==> src/hw/rtl/vcw_sqrt.sv <==
`default_nettype none

module vcw_sqrt #(
   parameter int ROOT_W = 27,
   parameter int SIDE_W = 1
) (
   input  wire logic                  clock,
   input  wire logic                  reset,
   input  wire logic                  in_valid,
   input  wire logic [2*ROOT_W-1:0]   in_rad,
   input  wire logic [SIDE_W-1:0]     in_side,
   output logic                       out_valid,
   output logic [ROOT_W-1:0]          out_root,
   output logic [SIDE_W-1:0]          out_side
);

   localparam int RAD_W = 2 * ROOT_W;
   localparam int REM_W = ROOT_W + 2;

   logic              valid_ff [1:ROOT_W];
   logic [RAD_W-1:0]  rad_ff   [1:ROOT_W];
   logic [REM_W-1:0]  rem_ff   [1:ROOT_W];
   logic [ROOT_W-1:0] root_ff  [1:ROOT_W];
   logic [SIDE_W-1:0] side_ff  [1:ROOT_W];

   for (genvar j = 0; j < ROOT_W; j++) begin : g_stage
      logic              valid_src;
      logic [RAD_W-1:0]  rad_src;
      logic [REM_W-1:0]  rem_src;
      logic [ROOT_W-1:0] root_src;
      logic [SIDE_W-1:0] side_src;
      logic [REM_W-1:0]  rem_cat;
      logic [REM_W:0]    diff;

      if (j == 0) begin : g_first
         assign valid_src = in_valid;
         assign rad_src   = in_rad;
         assign rem_src   = '0;
         assign root_src  = '0;
         assign side_src  = in_side;
      end else begin : g_next
         assign valid_src = valid_ff[j];
         assign rad_src   = rad_ff[j];
         assign rem_src   = rem_ff[j];
         assign root_src  = root_ff[j];
         assign side_src  = side_ff[j];
      end

      assign rem_cat = {rem_src[ROOT_W-1:0], rad_src[RAD_W-1 -: 2]};
      assign diff    = {1'b0, rem_cat} - {1'b0, root_src, 2'b01};

      always_ff @(posedge clock) begin
         if (reset) begin
            valid_ff[j+1] <= 1'b0;
         end else begin
            valid_ff[j+1] <= valid_src;
         end
      end

      always_ff @(posedge clock) begin
         rad_ff[j+1]  <= {rad_src[RAD_W-3:0], 2'b00};
         side_ff[j+1] <= side_src;
         if (diff[REM_W]) begin
            rem_ff[j+1]  <= rem_cat;
            root_ff[j+1] <= {root_src[ROOT_W-2:0], 1'b0};
         end else begin
            rem_ff[j+1]  <= diff[REM_W-1:0];
            root_ff[j+1] <= {root_src[ROOT_W-2:0], 1'b1};
         end
      end
   end

   assign out_valid = valid_ff[ROOT_W];
   assign out_root  = root_ff[ROOT_W];
   assign out_side  = side_ff[ROOT_W];

endmodule

`default_nettype wire

==> config.mk <==
export PLATFORM = sky130hd
export DESIGN_NAME = vcw_sqrt
export DESIGN_NICKNAME = d
export VERILOG_FILES = /design/src/hw/rtl/vcw_sqrt.sv
export SDC_FILE = /design/constraint.sdc
export NUM_CORES = 2
export LEC_CHECK = 0
export ABC_AREA = 0
export BUFFER_PORTS_ARGS = -buffer_cell sky130_fd_sc_hd__buf_2
export CORE_MARGIN = 2
export CORE_UTILIZATION = 55
export CTS_CLUSTER_DIAMETER = 60
export DETAILED_ROUTE_END_ITERATION = 16
export PLACE_DENSITY = 0.71
export SETUP_SLACK_MARGIN = 0.05
export SLEW_MARGIN = 0
export SYNTH_ARGS = -nofsm -noshare
export SYNTH_HDL_FRONTEND = slang
export SYNTH_SLANG_ARGS = --single-unit
==> constraint.sdc <==
create_clock -name clock -period 4.9 [get_ports clock]
set_input_delay 0.98 -clock clock [delete_from_list [all_inputs] [get_ports clock]]
set_output_delay 0.98 -clock clock [all_outputs]
set_load 0.01 [all_outputs]
# [After elaboration in Yosys (flattened, before gate mapping)]
# Memory sizes are Yosys's and may differ from the RTL's.
# Index checks and enable logic that the tools add are counted.
[op_classes] bitwise=81 addsub=27 n_mux=165
[op_table] op="29-bit 2-to-1 mux" n=27
[op_table] op="29-bit by 29-bit subtractor with 30-bit output" n=26
[op_table] op="27-bit 2-to-1 mux" n=27
[op_table] op="1-bit 2-to-1 mux" n=111
[op_table] op="1-bit bitwise OR" n=81
[op_table] op="2-bit by 1-bit subtractor with 3-bit output (second input constant)" n=1
[word_totals] reg_bits=0 word_cells=278 ramBits=2970 input_bits=58 out_inout_bits=29 n_memories=5
[mem_list] name="rad_ff" depth=27 word_bits=52 rd=26 rd_ports_with_merged_regs=0 write_ports=27 line="21" rtl="logic [RAD_W-1:0] rad_ff [1:ROOT_W];"
[mem_list] name="rem_ff" depth=27 word_bits=29 rd=26 rd_ports_with_merged_regs=0 write_ports=27 line="22" rtl="logic [REM_W-1:0] rem_ff [1:ROOT_W];"
[mem_list] name="root_ff" depth=27 word_bits=27 rd=27 rd_ports_with_merged_regs=0 write_ports=27 line="23" rtl="logic [ROOT_W-1:0] root_ff [1:ROOT_W];"
[mem_list] name="side_ff" depth=27 word_bits=1 rd=27 rd_ports_with_merged_regs=0 write_ports=27 line="24" rtl="logic [SIDE_W-1:0] side_ff [1:ROOT_W];"
[mem_list] name="valid_ff" depth=27 word_bits=1 rd=27 rd_ports_with_merged_regs=0 write_ports=27 line="20" rtl="logic valid_ff [1:ROOT_W];"

# [Depth between registers and ports, before layout]
# An unclocked memory read counts as a cell.
[logic_depth] ltp_word=5 mapped_depth=13 depth_no_buf=12

# [Worst setup path after synthesis]
# OpenSTA, ideal clock, no wires.
[synth_timing] path_type="register to register" startpoint="reg, netlist name root_ff[6][31]" endpoint="reg, netlist name rem_ff[6][68]" period_less_slack_ns=3.071 setup_ns=0.121 arrival_time_ns=2.950 required_ns=4.779 setup_slack_ns=1.829 path_buffers=1 stages_incl_launch_ff=12 cell_sequence="dfxtp_1 inv_1 ha_1 nand4_1 a211oi_1 or2_2 a221o_1 a21oi_1 o221a_2 o21ai_1 clkbuf_1 mux2_2"

==> flow_summary.yaml <==
sta:
  actual_slew_at_the_worst_max_slew_pin_ns: 1.111
  finalClockSkew_ns: 0.06458
  slew_headroom_pct: 24.03
  finalSetupViolations: 0
  timing_hold_violations_final: 0
  maxSlewViolCount: 0
  rsz_0062_raised_after_global_routing: "no"
  final.min_clock_period_ns: 3.644
  final.period_utilization_pct: 74.38
  max_freq_mhz: 274.4
  timing.setup.tns_ns: 0
final_layout:
  antenna_cells_inserted: 0
  final_nets: 6803
  drive_gt1_share_pct: 8.703
  layout.core_utilization_pct: 62.55
  area_growth_syn_to_layout_pct: 13.19
  filler_cell_count: 9231
  final_cell_mix: "sky130_fd_sc_hd__dfxtp_1, sky130_fd_sc_hd__inv_1, sky130_fd_sc_hd__nor2_1"
  final_common_cell: "sky130_fd_sc_hd__dfxtp_1"
power:
  seq_power_share_pct: 46.2
  p_clk_share_pct: 34.5
  standby_leakage_power_nw: 34.10
  peakVddDrop_v: 0.0004139
  p_per_area_nw_per_um2: 565.6
  net-switching-power_w: 0.01169
  p_int_w: 0.02932
  sw_frac_of_total_pct: 28.50
  power_share_of_the_combinational_group_pct: 19.3
route:
  routed_wirelength_mm: 118.6
  antenna_violating_nets_post_route: 0
  drc: 0
  initialDrtViolationCount: 2131
  drt-vias-per-instance: 5.272
  iteration_count_of_the_initial_detailed_routing_pass: 8
  routed_wire_length_per_instance_microns: 14.75
  num_vias: 42380
cts:
  clkLatencyLatePin_ns: 0.78
  number_of_buffers_added_by_the_clock_tree_synthesis_step: 176
  ctsRootBufferMaster: "sky130_fd_sc_hd__clkbuf_16"
  cts_hold_repair.buffers: 0
  cts-htree-levels: 4
  tritoncts: "yes"
  clock_sinks: 1791
  cts_post_setup_buffers_inserted: 0
  clkTransAtPathRegs_ns: 0.06
  cts_max_path_buffers: 3
  postCtsResizedCells: 0
setup_path:
  cp_data_arrival_time_ns: 4.27
  cpLargestDelayFamily: "compound AO/OA/AOI/OAI gates"
  timing.critical_path.buf_inv: 2
  path_class: "flop to flop"
  required_ns: 5.52
  worstSetupStartpointType: "flop"
  crit_fanout: 22
  critical_path.slowest_cell: "sky130_fd_sc_hd__o21a_1"
  critPathMostFrequentCell: "sky130_fd_sc_hd__or3_1"
  slowest_cell_delay_on_critical_path_ns: 0.66
  worstSetupEndpointType: "flop"
  path_cells: "inv_1 -> ha_1 -> or3_1 -> o221ai_1 -> or3_1 -> a31oi_1 -> a221oi_1 -> o21a_1 -> buf_4 -> a211oi_1 -> a21o_1"
synth:
  synthesis.yosys.warnings: 0
  synth-seq-cells: 1791
  number_of_synthesized_flops_with_an_enable_pin: 0
  yosys_most_used_dff: "sky130_fd_sc_hd__dfxtp_1"
  asyncSetResetFlopFracSynth_pct: 0
  synth_area_per_inst_sq_um: 10.33
  synthesis.instances: 6198
  synth.cell_area_sq_um: 64050
  synth-seq-area-share_pct: 55.98
  syn-num-nets: 6633
  synthDistinctLibCells: 84
place:
  numPortBuffers: 86
  routabilityCongestion: 0.8783
  final_hpwl_from_detailed_placement_mm: 86.12
floorplan:
  core-area_sq_um: 115900
  placement_rows: 125
  die_y_microns: 345.2
  die_footprint_sq_um: 119200
  fp.dieW_microns: 345.2
  ioPinCount: 87
  initial_core_util_pct: 55.26
worst_hold_path:
  worst_hold_path_type: "input port to flop"
job:
  cap_viol_max_count: 0
grt:
  first_global_vias: 41600
  grt_use_total_pct: 19.76
  maximum_number_of_pins_on_one_net_before_global_route_repair: 36
  first_pass_grt_wire_length_mm: 197.5
  final_global_route_overflow_total: 0
  antenna_found_initial: 0
outcome:
  result_of_the_run: "completed"
==> registers in the layout, indices dropped and copies added, names as in the netlist <==
| signal | count |
|---|---|
| rad_ff | 702 |
| rem_ff | 657 |
| root_ff | 378 |
| valid_ff | 27 |
| side_ff | 27 |
==> kinds of logic after synthesis <==
family / after synthesis / share of synthesized area (%)
DFF: 1791 / 55.98
AOI/OAI and AO/OA: 1238 / 12.17
muxes: 117 / 2.018
buffers and inverters: 619 / 3.653
and+or+nand+nor: 1557 / 12.00
adders and majority gates: 377 / 7.365
other: 1 / 0.005855
xor gates and xnor gates: 498 / 6.810
==> Yosys cell counts (9+ instances only) <==
cell	number	area share, %
sky130_fd_sc_hd__and3_1	30	0.29
sky130_fd_sc_hd__nand3b_1	19	0.22
sky130_fd_sc_hd__a211o_1	12	0.16
sky130_fd_sc_hd__o21bai_1	19	0.22
sky130_fd_sc_hd__clkbuf_1	103	0.60
sky130_fd_sc_hd__nor4_1	69	0.67
sky130_fd_sc_hd__a21oi_1	372	2.9
sky130_fd_sc_hd__a2111oi_0	14	0.19
sky130_fd_sc_hd__a21o_1	137	1.6
sky130_fd_sc_hd__dfxtp_1	1791	56
sky130_fd_sc_hd__nand3_1	107	0.84
sky130_fd_sc_hd__a31oi_1	24	0.23
sky130_fd_sc_hd__o31ai_1	41	0.48
sky130_fd_sc_hd__inv_1	497	2.9
sky130_fd_sc_hd__o31a_1	19	0.26
sky130_fd_sc_hd__nand4_1	46	0.45
sky130_fd_sc_hd__o2111ai_1	14	0.19
sky130_fd_sc_hd__a21boi_0	25	0.29
sky130_fd_sc_hd__nand4b_1	17	0.23
sky130_fd_sc_hd__xnor2_1	291	4.0
sky130_fd_sc_hd__or4_1	42	0.49
sky130_fd_sc_hd__or2_2	29	0.28
sky130_fd_sc_hd__o21a_1	84	0.98
sky130_fd_sc_hd__a41oi_1	9	0.12
sky130_fd_sc_hd__mux2i_1	20	0.31
sky130_fd_sc_hd__nor3b_1	11	0.13
sky130_fd_sc_hd__nand2b_1	61	0.60
sky130_fd_sc_hd__o22ai_1	10	0.098
sky130_fd_sc_hd__o21ai_0	302	2.4
sky130_fd_sc_hd__nor2b_1	89	0.87
sky130_fd_sc_hd__nand2_1	382	2.2
sky130_fd_sc_hd__xor2_1	207	2.8
sky130_fd_sc_hd__mux2_2	97	1.7
sky130_fd_sc_hd__ha_1	377	7.4
sky130_fd_sc_hd__nor2_1	415	2.4
sky130_fd_sc_hd__a211oi_1	43	0.50
sky130_fd_sc_hd__and2_1	22	0.21
sky130_fd_sc_hd__nor3_1	133	1.0
sky130_fd_sc_hd__o211ai_1	29	0.34
sky130_fd_sc_hd__or3_1	54	0.53
==> layout make-up <==
| type | count | area, sq um | area share (%) |
|---|---|---|---|
| flip-flops and latches | 1791 | 35850 | 49.46 |
| multi-input cells | 3788 | 25890 | 35.71 |
| clock buffers | 239 | 5074 | 6.999 |
| well taps | 1524 | 1907 | 2.630 |
| inverters | 502 | 1884 | 2.599 |
| clock inverters | 86 | 1284 | 1.771 |
| repair buffers | 109 | 603.1 | 0.8319 |
==> worst register-to-register path, delay by kind of cell, from the launching register on <==
family	cells	cell delay [ns]
compound gates	6	2.01
fa+ha+maj	1	0.25
buf+inv	2	0.37
flops	1	0.34
simple gates	2	0.59
==> through the flow <==
stage	setup WS [ns]	power, W	hold WS (ns)	area [sq um]	cells
floorplan	1.829	0.02501	0.3096	64050	6198
global placement	1.415	0.02688	0.3095	66140	7714
detailed placement	1.311	0.02706	0.3121	66140	7714
CTS	1.264	0.04137	0.2245	72500	8039
global route	0.9144	0.04327	0.2431	72500	8039
finish	1.256	0.04100	0.2934	72500	8039
==> metal layers <==
layer | share of wire (%) | routed length, microns | vias to the layer above | GRT usage [%]
met5 | 0 | 0 | - | 0
met2 | 50 | 58880 | 881 | 35.65
met4 | 3.1 | 3703 | 0 | 7.644
met3 | 4.0 | 4734 | 277 | 3.231
li1 | - | - | 21610 | -
met1 | 43 | 51280 | 19610 | 23.43
==> worst paths after layout <==
path	to	slack (ns)	cells past startpoint	start
min reg2reg	rad_ff[3][195]$_DFF_P_	0.30	0	rad_ff[3][141]$_DFF_P_
min	rad_ff[0][103]$_DFF_P_	0.29	1	in_rad[51]
max reg2reg	rem_ff[5][62]$_DFF_P_	1.26	11	root_ff[5][29]$_DFF_P_
max	rem_ff[5][62]$_DFF_P_	1.26	11	root_ff[5][29]$_DFF_P_
==> power groups by stage <==
stage	combinational (W)	sequential [W]	clock (W)
6_report	0.00791	0.0189	0.0142
5_1_grt	0.00895	0.0192	0.0151
4_1_cts	0.00790	0.0190	0.0145
3_5_place_dp	0.00782	0.0192	0
3_3_place_gp	0.00766	0.0192	0
2_1_floorplan	0.00646	0.0185	0
Power figures use the tool's default switching activity.
