$ cat src/hw/rtl/vcw_div.sv
`default_nettype none

module vcw_div #(
   parameter int NUM_W  = 21,
   parameter int DEN_W  = 12,
   parameter int QUO_W  = 9,
   parameter int SIDE_W = 1
) (
   input  wire logic              clock,
   input  wire logic              reset,
   input  wire logic              in_valid,
   input  wire logic [NUM_W-1:0]  in_num,
   input  wire logic [DEN_W-1:0]  in_den,
   input  wire logic [SIDE_W-1:0] in_side,
   output logic                   out_valid,
   output logic [QUO_W-1:0]       out_quo,
   output logic [SIDE_W-1:0]      out_side
);

   localparam int REM_W = DEN_W + QUO_W;

   logic              valid_ff [1:QUO_W];
   logic [REM_W-1:0]  rem_ff   [1:QUO_W];
   logic [DEN_W-1:0]  den_ff   [1:QUO_W];
   logic [QUO_W-1:0]  quo_ff   [1:QUO_W];
   logic [SIDE_W-1:0] side_ff  [1:QUO_W];

   for (genvar j = 0; j < QUO_W; j++) begin : g_stage
      localparam int SHIFT = QUO_W - 1 - j;
      logic              valid_src;
      logic [REM_W-1:0]  rem_src;
      logic [DEN_W-1:0]  den_src;
      logic [QUO_W-1:0]  quo_src;
      logic [SIDE_W-1:0] side_src;
      logic [REM_W:0]    diff;

      if (j == 0) begin : g_first
         assign valid_src = in_valid;
         assign rem_src   = REM_W'(in_num);
         assign den_src   = in_den;
         assign quo_src   = '0;
         assign side_src  = in_side;
      end else begin : g_next
         assign valid_src = valid_ff[j];
         assign rem_src   = rem_ff[j];
         assign den_src   = den_ff[j];
         assign quo_src   = quo_ff[j];
         assign side_src  = side_ff[j];
      end

      assign diff = {1'b0, rem_src} - ((REM_W+1)'(den_src) << SHIFT);

      always_ff @(posedge clock) begin
         if (reset) begin
            valid_ff[j+1] <= 1'b0;
         end else begin
            valid_ff[j+1] <= valid_src;
         end
      end

      always_ff @(posedge clock) begin
         den_ff[j+1]  <= den_src;
         side_ff[j+1] <= side_src;
         quo_ff[j+1]  <= {quo_src[QUO_W-2:0], ~diff[REM_W]};
         rem_ff[j+1]  <= diff[REM_W] ? rem_src : diff[REM_W-1:0];
      end
   end

   assign out_valid = valid_ff[QUO_W];
   assign out_quo   = quo_ff[QUO_W];
   assign out_side  = side_ff[QUO_W];

endmodule

`default_nettype wire

$ cat config.mk
export PLATFORM = sky130hd
export DESIGN_NAME = vcw_div
export DESIGN_NICKNAME = d
export VERILOG_FILES = /design/src/hw/rtl/vcw_div.sv
export SDC_FILE = /design/constraint.sdc
export NUM_CORES = 1
export LEC_CHECK = 0
export CAP_MARGIN = 20
export CELL_PAD_IN_SITES_DETAIL_PLACEMENT = 0
export CELL_PAD_IN_SITES_GLOBAL_PLACEMENT = 1
export CORE_AREA = 2 2 176 178
export DETAILED_ROUTE_END_ITERATION = 7
export DIE_AREA = 0 0 178 180
export DONT_BUFFER_PORTS = 1
export MAX_ROUTING_LAYER = met4
export PLACE_DENSITY = 0.78
export SLEW_MARGIN = 15
export SYNTH_ARGS = -nofsm -noshare
export SYNTH_HDL_FRONTEND = slang
export SYNTH_SLANG_ARGS = --single-unit
export TNS_END_PERCENT = 100
$ cat constraint.sdc
create_clock -name clock -period 2.84 [get_ports clock]
set_clock_uncertainty 0.1 [all_clocks]
set_input_delay 0.142 -clock clock [delete_from_list [all_inputs] [get_ports clock]]
set_output_delay 0.142 -clock clock [all_outputs]
set_load 0.05 [all_outputs]
== After elaboration in Yosys (flattened, before gate mapping) ==
Memories as Yosys holds them, arrays and structs flattened.
Cells that the tools add are included.
W data, S select, Z words.
Storage, ports and cells
  latch bits: 0
  flip-flop bits (word level): 0
  output and inout port bits: 11
  input port bits: 37
  logic and storage cells: 53
  memory bits (read-only): 0
  RAM bits: 396
  memories kept: 5
Memory list
  rem_ff: words 9, width 21, read ports 8, clocked after Yosys merged registers in 0, write ports 9, RTL line 23  | logic [REM_W-1:0] rem_ff [1:QUO_W];
  den_ff: words 9, width 12, read ports 8, clocked after Yosys merged registers in 0, write ports 9, RTL line 24  | logic [DEN_W-1:0] den_ff [1:QUO_W];
  quo_ff: words 9, width 9, read ports 9, clocked after Yosys merged registers in 0, write ports 9, RTL line 25  | logic [QUO_W-1:0] quo_ff [1:QUO_W];
  side_ff: words 9, width 1, read ports 9, clocked after Yosys merged registers in 0, write ports 9, RTL line 26  | logic [SIDE_W-1:0] side_ff [1:QUO_W];
  valid_ff: words 9, width 1, read ports 9, clocked after Yosys merged registers in 0, write ports 9, RTL line 22  | logic valid_ff [1:QUO_W];
Operators by class
  multiply operators: 0
  add/sub/neg operators: 9
  div/mod/pow operators: 0
  mux-type cells: 21
  reduce and logical (&&, ||, !) cells: 0
  shift-type cells: 0
  bitwise operators: 18
  $lt $le $gt $ge: 0
  equal/unequal tests: 0
Operator list (number)
  $mux W21: 9
  $sub A21 B12 Y22: 1
  $sub A21 B13 Y22: 1
  $sub A21 B14 Y22: 1
  $sub A21 B15 Y22: 1
  $sub A21 B16 Y22: 1
  $sub A21 B17 Y22: 1
  $sub A21 B18 Y22: 1
  $sub A21 B19 Y22: 1
  $sub A21 B20 Y22: 1
  $mux W1: 12
  $not A1 Y1: 9
  $or A1 B1 Y1: 9

== Logic depth before layout (Yosys ltp) ==
Gate-level depths: netlist (run 1).
  depth in word-level cells: 3
  gate-level depth with buffers: 13
  mapped depth without buffers: 11

== Worst setup path after synthesis (run 1) ==
Ideal clock, no wire load.
  path kind: reg2reg
  start: register rem_ff[0][108] (netlist name)
  end: register rem_ff[0][133] (netlist name)
  required time: 2.619 ns
  slack: -0.046 ns
  stages on the path, launching flop included: 14
  setup time: 0.121 ns
  clock period less this slack: 2.886 ns
  buffers on the path: 2
  data arrival time: 2.665 ns
  cells stage by stage: dfxtp_1 inv_1 ha_1 inv_1 fa_1 a21o_1 a21oi_2 o21ai_2 o2111ai_2 a31oi_2 or3_1 clkbuf_1 buf_6 mux2_2

==> reports/results.ini, run 1 <==
[final_layout]
final_core_util_pct = 52.1
nets = 1551
n_antenna_cell = 0
fillerInstances = 2696
multi_input_area_mm2 = 0.00631
synthToLayoutAreaGrowth_pct = 17.7
drive_gt1_share_pct = 12.6
fin_cells = 1822
regArea_mm2 = 0.00655

[critical_path]
critPathMaxFanout = 3
cp.arrival_ns = 3.12
cp.required_ns = 3.17
worst_setup_path_start_kind = flop
setup.worst_path.class = flop to flop
endpoint_kind = flop

[synthesis]
synth_edf_count = 0
synth_largest_type_area_fraction_pct = 49.0
yosysMostFrequentCell = dfxtp_1
ys_types = 75
synth_area_leaders = dfxtp_1 49%, ha_1 10%, mux2_2 3.8%
yosysWarnings = 0
seq_area_frac_synth_pct = 49.0
syn_inst = 1308
synthTopCellsByCount = 327 x dfxtp_1, 134 x inv_1, 107 x ha_1
syn_nets = 1460
yosys_most_used_dff = dfxtp_1
netlist_area_mm2 = 0.0134
ys_ff_latch = 327
synth_top_cell_by_area = dfxtp_1
async_flop_share_pct = 0
synth_area_per_cell_um2 = 10.2

[route]
viasPerCell = 4.90
drt_iter0_drc = 271
ant_nets = 0
via_count = 8933
drc = 0
wl_per_cell_um = 12.2
dr.pass1.iters = 4
wl_um = 22200

[die]
dieWidth_um = 178
coreArea_mm2 = 0.0302
die_y_um = 180
start_util_pct = 44.2
die_area_mm2 = 0.0320
ios = 48
rows = 64

[timing]
maxSlewHeadroom_pct = 59.8
finalMaxSlewViolations = 0
rsz0062_at_grt = yes
worstMarginPinSlew_ns = 0.588
hold_viol = 0
max_clock_freq_mhz = 359
setup_tns_ns = 0
post-route-min-period_ns = 2.79
worst_hold_slack_ns = 0.0230
post-route-period-util_pct = 98.2
setup_violations = 0

[flow_run]
maxCapViolations = 0

[global_routing]
gr-usage-met3_pct = 3.09
use_met1_pct = 15.6
grt_max_degree = 27
grt.busiest_layer = met2
grt_pass1_wl_um = 38600
antenna_found_initial = 0
grt_pass1_vias = 8947
met2_usage_pct = 26.2
grt_usage_pct = 14.6
grt-ovfl-total = 0

[status]
outcome = completed

[cts]
cts-root-buf = clkbuf_16
cts.sinks = 327
cts_buffers = 37
cts_tree = built
path_clk_slew_ns = 0.05
clock_latency_ns = 0.52
htree_levels = 2
clockBufferDepth = 3

[power_and_ir_drop]
p_clk_share_pct = 25.8
p_int_mw = 11.8
total_power_mw = 17.5
power_frac_comb_pct = 36.7
leakagePower_nw = 7.08
p_sw_share_pct = 32.6
netSwitchingPower_mw = 5.69
peakVddDrop_mv = 0.395
p_seq_share_pct = 37.5
powerDensity_mw_per_mm2 = 1110

[place]
dp_hpwl_um = 16500
dpl.cell_count = 1714
place.gp.congestion = 0.892
portBuffers = 0

[hold_path]
hp-class = primary input to flop

## layout make-up
type / count / share of cell area (%)
timing repair buffer: 69 / 4.12
sequential: 327 / 41.7
clock inverter: 14 / 0.669
inverter: 134 / 3.20
clock buffer: 52 / 7.02
tap: 396 / 3.15
multi-input combinational: 830 / 40.2
## cell usage in the layout, fill, tap and decap left out, types with 38 or more instances in the layout
cell type    n
nand2_1     69
nor2_1      73
clkbuf_16   38
inv_1      132
xnor2_1     48
mux2_2      45
a21oi_1     77
o21ai_0     64
ha_1       106
dfxtp_1    324
## sequential cells by signal, indices dropped and copies added (netlist names)
register	count
den_ff	96
quo_ff	45
rem_ff	168
side_ff	9
valid_ff	9
## critical path: stages (launching register included)
cell and delay (ns):
dfxtp_1 0.37, inv_1 0.06, ha_1 0.26, nor2b_1 0.19
o2111ai_2 0.21, a2111oi_4 0.58, nor3_2 0.10, or4_4 0.46
nor4b_4 0.23, xor2_1 0.15
## cell families after synthesis
group | share of synthesized area [%]
AO/OA/AOI/OAI | 13.8
XOR/XNOR | 5.58
AND/OR/NAND/NOR | 11.5
flip-flops | 49.0
multiplexers | 4.51
adder cells (fa/ha/maj) | 11.2
buffers and inverters | 4.40
## stage by stage
step,setup slack [ns],area [µm²]
finish,0.0511,15700
global placement,0.0374,14000
CTS,0.0167,15600
floorplan,0.00308,13400
global route,-0.0460,15700
detailed placement,-0.0417,14000
## final timing paths
check | cells past startpoint | slack, ns | to | startpoint
worst max-delay path | 9 | 0.05 | rem_ff[0][125] | den_ff[0][49]
worst min-delay path | 4 | 0.02 | rem_ff[0][33] | in_den[4]
worst max register to register | 9 | 0.05 | rem_ff[0][125] | den_ff[0][49]
worst min register to register | 0 | 0.22 | side_ff[0][6] | side_ff[0][5]
## metal layers
layer	up-vias	routed length, µm	share of wire, %
li1	4673	-	-
met1	4056	9350	42
met2	139	11300	51
met3	65	861	3.9
met4	0	733	3.3
met5	-	0	0
## power groups by stage
stage	Clock [mW]	Sequential, mW	Combinational [mW]
global route	4.90	6.69	7.22
detailed placement	0	6.65	6.23
floorplan	0	6.45	5.07
global placement	0	6.65	6.12
CTS	4.66	6.55	6.34
finish	4.51	6.55	6.42
## what timing repair did
action	4_1_cts	5_1_grt
pin swaps	3	12
resized for setup	6	19
endpoints found under the hold margin	44	0
hold buffers	37	0
setup endpoints to repair	11	45
setup buffers	1	3
cloned	1	0
(Power assumes the default switching activity.)
==> inputs of run 2 (changes only) <==
--- a/config.mk
+++ b/config.mk
@@ -14,6 +14,7 @@
 export DONT_BUFFER_PORTS = 1
 export MAX_ROUTING_LAYER = met4
 export PLACE_DENSITY = 0.78
+export RECOVER_POWER = 100
 export SLEW_MARGIN = 15
 export SYNTH_ARGS = -nofsm -noshare
 export SYNTH_HDL_FRONTEND = slang
==> run 2 against run 1 <==
Power hardly changed. Non-clock buffer count unchanged. Sequential power about the same. Routed wire length about the same. Maximum frequency hardly changed. Highest routed layer unchanged. Hold slack is essentially flat. Flip-flop and latch count is the same. Critical path depth unchanged. Core utilization stayed put. Largest power group unchanged. Clock-buffer cell count unchanged. Register-to-register slack hardly changed. Combinational power about the same.
==> reports/results.ini, run 2 (synthesis gave the netlist of run 1 again) <==
[critical_path]
crit_path_max_incr_delay_ns = 0.58
cp.arrival_ns = 3.12
cp.required_ns = 3.17
worst_setup_path_start_kind = flop
crit_slowest_cell = a2111oi_4
endpoint_kind = flop
setup.worst_path.class = flop to flop
critPathMaxFanout = 3
crit_chain = inv_1 -> ha_1 -> nor2b_1 -> o2111ai_2 -> a2111oi_4 -> nor3_2 -> or4_4 -> nor4b_4 -> xor2_1

[power_and_ir_drop]
p_sw_share_pct = 32.6
power_frac_comb_pct = 36.7
peakVddDrop_mv = 0.395
powerDensity_mw_per_mm2 = 1110
p_clk_share_pct = 25.8
netSwitchingPower_mw = 5.69
leakagePower_nw = 7.08
p_int_mw = 11.8
p_seq_share_pct = 37.5

[final_layout]
nets = 1551
fin_cells = 1822
largest_reg_flops = 168
n_antenna_cell = 0
synthToLayoutAreaGrowth_pct = 17.7
final_cell_mix = 324 x dfxtp_1, 132 x inv_1, 106 x ha_1
fillerInstances = 2696
mostFrequentLayoutCell = dfxtp_1
fin_area_mm2 = 0.0157
top_register = rem_ff
top_regs = rem_ff x168, den_ff x96, quo_ff x45
drive_gt1_share_pct = 12.6

[route]
viasPerCell = 4.90
drc = 0
wl_um = 22200
ant_nets = 0
drt_iter0_drc = 271
wl_per_cell_um = 12.2
dr.pass1.iters = 4
via_count = 8927

[timing]
setup_tns_ns = 0
finalMaxSlewViolations = 0
setup_violations = 0
maxSlewHeadroom_pct = 59.8
max_clock_freq_mhz = 358
post-route-period-util_pct = 98.2
worst_hold_slack_ns = 0.0230
rsz0062_at_grt = yes
post-route-min-period_ns = 2.79
worstMarginPinSlew_ns = 0.588
hold_viol = 0

[die]
start_util_pct = 44.2
rows = 64
die_y_um = 180
coreArea_mm2 = 0.0302
ios = 48
dieWidth_um = 178
die_area_mm2 = 0.0320

[place]
dp_hpwl_um = 16500
portBuffers = 0
place.gp.congestion = 0.892
dpl_cell_area_mm2 = 0.0140
dpl.cell_count = 1714

[cts]
clock_latency_ns = 0.52
clockBufferDepth = 3
cts_tree = built
cts-root-buf = clkbuf_16
cts_buffers = 37
path_clk_slew_ns = 0.05
cts.sinks = 327
htree_levels = 2

[global_routing]
grt_pass1_vias = 8947
grt_max_degree = 27
grt-ovfl-total = 0
grt_usage_pct = 14.6
grt_pass1_wl_um = 38600
antenna_found_initial = 0

[flow_run]
maxCapViolations = 0

[hold_path]
hp-class = primary input to flop

[status]
outcome = completed

## run 2: cell counts in the layout (fill, tap and decap cells not counted)
Identical to the previous run, type by type.
## run 2: metal layers
| metal | share of wire [%] | global-route usage, % | vias to the layer above |
|---|---|---|---|
| met5 | 0 | - | - |
| met1 | 42 | 15.6 | 4052 |
| met2 | 51 | 26.2 | 137 |
| met4 | 3.3 | 5.64 | 0 |
| met3 | 3.9 | 3.09 | 65 |
| li1 | - | - | 4673 |
## run 2: through the flow
stage / util [%] / setup WS, ns / total power [mW]
4_1_cts: 51.7 / 0.0167 / 17.6
2_1_floorplan: - / 0.00308 / 11.5
6_report: 52.1 / 0.0504 / 17.5
5_1_grt: 52.1 / -0.0460 / 18.8
3_3_place_gp: 46.4 / 0.0374 / 12.8
3_5_place_dp: 46.4 / -0.0417 / 12.9
## run 2: worst max-delay path: cells and delay by family, from the launching register on
family	cells	cell delay (ns)
AO/OA/AOI/OAI	2	0.79
XOR/XNOR	1	0.15
AND/OR/NAND/NOR	4	0.98
flip-flops	1	0.37
buffers and inverters	1	0.06
adder cells (fa/ha/maj)	1	0.26
## run 2: power by group through the flow
stage                     registers [mW]  logic, mW  clock network, mW
after floorplan                     6.45       5.07                  0
after global placement              6.65       6.12                  0
after detailed placement            6.65       6.23                  0
after CTS                           6.55       6.34               4.66
after global routing                6.69       7.22               4.90
final                               6.55       6.42               4.51
## run 2: cell type report
class	instances	area, µm²	share of cell area (%)
clock buffer	52	1100	7.02
clock inverter	14	105	0.669
timing repair buffer	69	647	4.12
multi-input combinational	830	6310	40.2
inverter	134	503	3.20
tap	396	495	3.15
sequential	327	6550	41.7
## run 2: path summary, 6_finish.rpt
path	from	endpoint	slack (ns)	depth (start not counted)
worst max register to register	den_ff[0][49]	rem_ff[0][125]	0.05	9
worst max-delay path	den_ff[0][49]	rem_ff[0][125]	0.05	9
worst min-delay path	in_den[4]	rem_ff[0][33]	0.02	4
worst min register to register	side_ff[0][5]	side_ff[0][6]	0.22	0
## run 2: timing repair
| action | 4_1_cts | 5_1_grt |
|---|---|---|
| buffers inserted | 1 | 3 |
| pin swaps | 3 | 12 |
| cloned | 1 | 0 |
| hold endpoints to repair | 44 | 0 |
| gates resized for setup | 6 | 19 |
| endpoints found under the setup margin | 11 | 45 |
| hold buffers | 37 | 0 |
==> inputs of run 3 (changes only) <==
--- a/config.mk
+++ b/config.mk
@@ -13,8 +13,10 @@
 export DIE_AREA = 0 0 178 180
 export DONT_BUFFER_PORTS = 1
 export MAX_ROUTING_LAYER = met4
-export PLACE_DENSITY = 0.78
+export PLACE_DENSITY = 0.84
 export RECOVER_POWER = 100
+export REMOVE_ABC_BUFFERS = 1
+export SKIP_CTS_REPAIR_TIMING = 1
 export SLEW_MARGIN = 15
 export SYNTH_ARGS = -nofsm -noshare
 export SYNTH_HDL_FRONTEND = slang
==> run 3 against run 2 <==
The flow now finishes with violations (hold timing). Non-clock buffer count down 2. First-iteration DRC count up 6.6%. Flip-flop and latch count unchanged. Routed wire length about the same. Design area down 0.56%. Power down 0.71%. Sequential power about the same. Cell count down 0.27%. Die area unchanged. Setup slack better by 0.040 ns. Clock power down 4%. Critical endpoint is now rem_ff[0][41]. Highest routed layer unchanged.
==> reports/results.ini, run 3 (synthesis gave the netlist of run 1 again) <==
[final_layout]
final_cell_mix = 326 x dfxtp_1, 134 x inv_1, 106 x ha_1
top_regs = rem_ff x168, den_ff x96, quo_ff x45
nets = 1547
multi_input_area_mm2 = 0.00632
mostFrequentLayoutCell = dfxtp_1
synthToLayoutAreaGrowth_pct = 17.0
fillerInstances = 2702
regArea_mm2 = 0.00655
fin_area_mm2 = 0.0156
n_antenna_cell = 0
largest_reg_flops = 168
drive_gt1_share_pct = 12.0
top_register = rem_ff

[global_routing]
grt_pass1_vias = 9022
grt_usage_pct = 14.3
grt_max_degree = 27
grt-ovfl-total = 0
antenna_found_initial = 0
grt_pass1_wl_um = 37900

[route]
wl_per_cell_um = 12.3
viasPerCell = 4.94
drt_iter0_drc = 289
drc = 0
dr.pass1.iters = 4
ant_nets = 0
via_count = 8978
wl_um = 22300

[timing]
setup_violations = 0
worst_slack_ns = 0.0900
worst_hold_slack_ns = -0.298
maxSlewHeadroom_pct = 57.2
finalMaxSlewViolations = 0
post-route-period-util_pct = 96.8
hold_viol = 4
max_clock_freq_mhz = 364
setup_tns_ns = 0
worstMarginPinSlew_ns = 0.625
post-route-min-period_ns = 2.75

[status]
violations = hold timing
outcome = finished with violations

[die]
start_util_pct = 44.2
dieWidth_um = 178
coreArea_mm2 = 0.0302
ios = 48
die_y_um = 180
rows = 64
die_area_mm2 = 0.0320

[flow_run]
maxCapViolations = 0

[critical_path]
cp.required_ns = 3.16
cp.arrival_ns = 3.07
setup.worst_path.class = primary input to flop
critPathMaxFanout = 3
worst_setup_path_start_kind = primary input
endpoint_kind = flop

[cts]
htree_levels = 2
cts_buffers = 35
cts_tree = built
clockBufferDepth = 3
path_clk_slew_ns = 0.06
cts.sinks = 327
cts-root-buf = clkbuf_16
clock_latency_ns = 0.53

[place]
portBuffers = 0
dp_hpwl_um = 16300
dpl_cell_area_mm2 = 0.0140
place_worst_setup_slack_ns = -0.0132
place.gp.congestion = 0.926

[power_and_ir_drop]
peakVddDrop_mv = 0.425
powerDensity_mw_per_mm2 = 1110
leakagePower_nw = 7.03

[hold_path]
hp-class = primary input to flop

## run 3: report_power, final
part           total [mW]  internal, mW  switching [mW]
clock network        4.35          2.59            1.76
registers            6.56          5.82           0.741
logic                6.44          3.23            3.21
## run 3: final cells by class
type	count	share of cell area (%)
sequential	327	41.9
multi-input combinational	830	40.5
clock buffer	50	6.48
timing repair buffer	67	3.95
inverter	134	3.22
tap	396	3.17
clock inverter	13	0.833
## run 3: path summary, 6_finish.rpt
kind,from,endpoint,slack [ns],cells past startpoint
min reg2reg,rem_ff[0][45],rem_ff[0][66],0.21,0
max,in_den[0],rem_ff[0][41],0.09,11
min,in_num[8],rem_ff[0][29],-0.30,2
max reg2reg,den_ff[0][85],rem_ff[0][188],0.10,10
## run 3: through the flow
step	power (mW)	util [%]	cells	hold WS, ns
after floorplan	11.5	-	1291	0.0697
after global placement	12.7	46.3	1711	0.0698
after detailed placement	12.8	46.3	1711	0.0698
after CTS	17.3	50.0	1774	-0.488
after global routing	18.6	51.8	1817	-0.307
final	17.4	51.8	1817	-0.298
## run 3: layer usage
metal	vias up	GRT usage (%)	part of all wire, %
met5	-	-	0
met4	0	5.74	3.1
met3	53	2.73	3.3
met2	131	25.4	51
met1	4115	15.5	43
li1	4679	-	-
## run 3: critical path: stages
cell	delay [ns]
dlygate4sd3_1	0.56
ha_1	0.21
fa_1	0.41
nor2b_1	0.14
o21a_1	0.14
o21ai_0	0.13
a21oi_1	0.31
a41o_1	0.30
a31oi_1	0.10
dlygate4sd3_1	0.56
o31ai_1	0.07
